===== config.mk =====
export PLATFORM = sky130hd
export DESIGN_NAME = ips_horner_cell
export DESIGN_NICKNAME = d
export VERILOG_FILES = /design/src/hdl/ips_pkg.sv /design/src/hdl/ips_horner_cell.sv
export SDC_FILE = /design/constraint.sdc
export NUM_CORES = 2
export LEC_CHECK = 0
export BUFFER_PORTS_ARGS = -buffer_cell sky130_fd_sc_hd__buf_2
export CAP_MARGIN = 20
export CORE_AREA = 2 2 475 477
export DETAILED_ROUTE_END_ITERATION = 12
export DIE_AREA = 0 0 477 479
export PLACE_DENSITY = 0.56
export SKIP_CTS_REPAIR_TIMING = 1
export SLEW_MARGIN = 30
export SYNTH_ARGS = -nofsm -noshare
export SYNTH_HDL_FRONTEND = slang
export SYNTH_SLANG_ARGS = --single-unit

===== constraint.sdc =====
create_clock -name clk -period 20.9 [get_ports clk]
set_input_delay 1.045 -clock clk [delete_from_list [all_inputs] [get_ports clk]]
set_output_delay 1.045 -clock clk [all_outputs]
set_load 0.05 [all_outputs]

===== src/hdl/ips_pkg.sv =====
// Shared constants and types of the inverse Park / SVPWM modulator.
`default_nettype none

package ips_pkg;

  // Odd series of sin(pi/2*z), Q30 coefficients
  localparam logic [30:0] SIN_C1 = 31'd1686629713;
  localparam logic [30:0] SIN_C3 = 31'd693598669;
  localparam logic [30:0] SIN_C5 = 31'd85569306;
  localparam logic [30:0] SIN_C7 = 31'd5026994;
  localparam logic [30:0] SIN_C9 = 31'd172273;
  localparam logic [30:0] Q30_ONE = 31'd1073741824;
  localparam longint unsigned SQRT3_Q30 = 64'd1859775393;

  localparam int HORNER_STEPS = 4;
  localparam logic [30:0] HORNER_COEF [HORNER_STEPS] = '{SIN_C7, SIN_C5, SIN_C3, SIN_C1};

  // One sine evaluation lane: running Horner value, folded argument, its square
  typedef struct packed {
    logic [30:0] p;
    logic [30:0] z;
    logic [30:0] z2;
    logic        neg;
  } ips_lane_t;

  typedef struct packed {
    logic signed [15:0] d;
    logic signed [15:0] q;
    ips_lane_t          sn;
    ips_lane_t          cs;
  } ips_cell_t;

  typedef struct packed {
    logic [15:0] a;
    logic [15:0] b;
    logic [15:0] c;
  } ips_duty_t;

endpackage

`default_nettype wire


===== src/hdl/ips_horner_cell.sv =====
// One Horner step of the sine series, for the sine and cosine lanes together.
`default_nettype none

module ips_horner_cell (
  input  logic               clk,
  input  logic               rst_n,
  input  logic               en,
  input  logic               vld_i,
  input  logic [30:0]        coef,
  input  ips_pkg::ips_cell_t cell_i,
  output logic               vld_o,
  output ips_pkg::ips_cell_t cell_o
);
  import ips_pkg::*;

  logic      vld_r;
  ips_cell_t cell_r;
  ips_cell_t cell_nxt;
  logic [61:0] prod_sn, prod_cs;

  assign prod_sn = 62'(cell_i.sn.p) * 62'(cell_i.sn.z2);
  assign prod_cs = 62'(cell_i.cs.p) * 62'(cell_i.cs.z2);

  always_comb begin
    cell_nxt      = cell_i;
    cell_nxt.sn.p = coef - 31'(prod_sn >> 30);
    cell_nxt.cs.p = coef - 31'(prod_cs >> 30);
  end

  always_ff @(posedge clk) begin
    if (!rst_n) begin
      vld_r <= 1'b0;
    end else if (en) begin
      vld_r <= vld_i;
    end
  end

  always_ff @(posedge clk) begin
    if (en) begin
      cell_r <= cell_nxt;
    end
  end

  assign vld_o  = vld_r;
  assign cell_o = cell_r;

endmodule

`default_nettype wire


==> results.yml <==
sta:
  finClkSkew_ns: 0
  worst_pin_slew_ns: 0.993
  setup-violations-final: 0
  final_max_slew_viol_count: 0
  max_slew_margin: 0.321
  hold_viol_final: 0
  fin_ws_ns: 9.51
  fin_crit_sh: 0.545
  min_period_ns: 11.39
  tns_ns: 0
  rsz0062_at_grt: "no"
  max_clock_freq_mhz: 87.8
critical_path:
  crit_path_top_delay_cell: "a2111oi_0"
  path_max_fanout: 31
  r2r_setup_slack_ns: 20.30
  ff2ff_path_depth: 2
  required_ns: 21.33
  reg2reg_to: "vld_o$_SDFFE_PN0P_"
  crit_top_cell: "fa_1"
  cpPeakStageDelay_ns: 0.91
  start_kind: "input port"
  endpoint_kind: "register"
  cp.arrival_ns: 11.82
  critPathKind: "input port to register"
  rr_startpoint: "vld_o$_SDFFE_PN0P_"
finish:
  final_cells: 10300
  syn2layout_area_growth_pct: 9.05
  final_nets: 9783
  regArea_um2: 6630
  fillers: 22900
  multi_input_area_um2: 55100
  stdcell_area_um2: 75200
  layout-drive-gt1-share: 0.0824
drt:
  ant_nets: 0
  vias_per_cell: 4.81
  firstDrtPassIters: 5
  drtIter0Drc: 2966
  drc: 0
  wl_per_cell_um: 20.7
  wirelength_um: 214000
  num_vias: 49800
floorplanning:
  io_pins: 476
  row_count: 174
  initial_core_util: 0.308
  die_w_um: 477
  die-area_um2: 228000
  core-area_um2: 224000
  die_h_um: 479
cts:
  cts_num_sinks: 221
  tritoncts: "yes"
  cts_max_level: 1
  clk_latency_ns: 0.68
  clkTransAtPathRegs_ns: 0.06
  clockRootBuffer: "clkbuf_16"
  clock_path_buffers: 3
  numCtsBuffers: 30
yosys:
  syn_avg_cell_area_um2: 9.68
  synth_cell_types: 67
  synth_flop_cell: "edfxtp_1"
  syn_inst: 7121
  synth_nets: 9600
  yosysWarnings: 0
  async_reset_ff_frac: 0
  synth_edf_count: 220
  synth_area_um2: 69000
  synth-seq-cells: 221
  synth-seq-area-share: 0.0961
grt:
  grt_max_degree: 77
  grt_pass1_wl_um: 334000
  grt_usage: 0.190
  grt_pass1_vias: 55300
  grt_antenna_before_repair: 33
  grt-ovfl-total: 0
worst_hold_path:
  holdPathStages: 2
  whs_endpoint: "vld_o$_SDFFE_PN0P_"
  min_from: "vld_o$_SDFFE_PN0P_"
  hp-class: "register to register"
place:
  dpl_worst_slack_ns: 8.81
  dp_cells: 10300
  dpl_cell_area_um2: 74100
  port_buffers: 475
  place_hpwl_um: 162000
  place_congestion: 0.891
outcome:
  status: "finished, final reports clean"
job:
  timing.max_cap.violations: 0
## worst max-delay path, delay by kind of cell
family                   cells  cell delay [ns]
AO/OA/AOI/OAI               12             4.37
XOR/XNOR                     2             0.46
adder cells (fa/ha/maj)     10             4.58
buffers and inverters        3             0.74
AND/OR/NAND/NOR              4             0.60
## sequential cells by signal (all words and copies together) (netlist names)
name    count
cell_o    220
vld_o       1
## final cells by class
cell class,instances,share of cell area
antenna,21,0.000699
clock buffer,38,0.0109
clock inverter,18,0.00298
inverter,1540,0.0769
multi-input combinational,4976,0.733
sequential,221,0.0881
tap,2992,0.0498
timing repair buffer,535,0.0377
## worst max-delay path by stage
stage | startpoint | endpoint | depth (start not counted)
2_1_floorplan | cell_i[167] | cell_o[187]$_DFFE_PP_ | 38
3_3_place_gp | cell_i[76] | cell_o[83]$_DFFE_PP_ | 34
3_5_place_dp | cell_i[79] | cell_o[73]$_DFFE_PP_ | 29
4_1_cts | cell_i[76] | cell_o[73]$_DFFE_PP_ | 30
5_1_grt | cell_i[76] | cell_o[93]$_DFFE_PP_ | 33
6_report | cell_i[79] | cell_o[90]$_DFFE_PP_ | 31
## logic make-up (layout without fill, tap and decap cells)
kind of cell | count (synthesis) | count (layout) | synth area share
flops | 221 | 221 | 0.0961
xor+xnor | 117 | 117 | 0.0151
buf+inv | 1924 | 2131 | 0.105
fa+ha+maj | 2224 | 2224 | 0.585
other cells | 0 | 21 | 0
mux | 3 | 3 | 0.000454
compound gates | 407 | 407 | 0.0387
simple gates | 2225 | 2225 | 0.160
## metrics by stage
step           hold WS [ns]  utilization
6_report              0.516        0.336
5_1_grt               0.495        0.336
4_1_cts               0.465        0.336
3_5_place_dp          0.501        0.331
3_3_place_gp          0.496        0.331
2_1_floorplan         0.743            -
## cells in the mapped netlist (all sizes together), types with 25 or more instances
master | number | area (um^2)
a21o | 87 | 653
a21oi | 130 | 666
and2 | 913 | 5710
clkbuf | 383 | 1440
edfxtp | 220 | 6610
fa | 1672 | 33500
ha | 552 | 6910
inv | 1540 | 5780
nand2 | 1068 | 4010
nand3 | 32 | 160
nand4 | 25 | 156
nor2 | 85 | 319
o21ai | 69 | 345
xnor2 | 71 | 622
xor2 | 45 | 394
## cell usage in the layout, fill, tap and decap left out, types with 71 or more instances in the layout
cell | synthesis | layout
a21oi_1 | 128 | 128
nor2_1 | 85 | 85
ha_1 | 552 | 552
fa_1 | 1672 | 1672
nand2_1 | 1068 | 1068
xnor2_1 | 71 | 71
buf_2 | 0 | 474
and2_1 | 912 | 912
a21o_1 | 87 | 87
edfxtp_1 | 220 | 220
inv_1 | 1540 | 1540
## layer usage
metal | vias up | GRT usage | part of all wire
li1 | 21400 | - | -
met1 | 26100 | 0.250 | 0.41
met2 | 1848 | 0.321 | 0.48
met3 | 355 | 0.0296 | 0.071
met4 | 16 | 0.0619 | 0.038
met5 | - | 0 | 0.00049
Power is not shown: default switching activity piles up to over one toggle a cycle in this logic, so the estimate is an artifact.
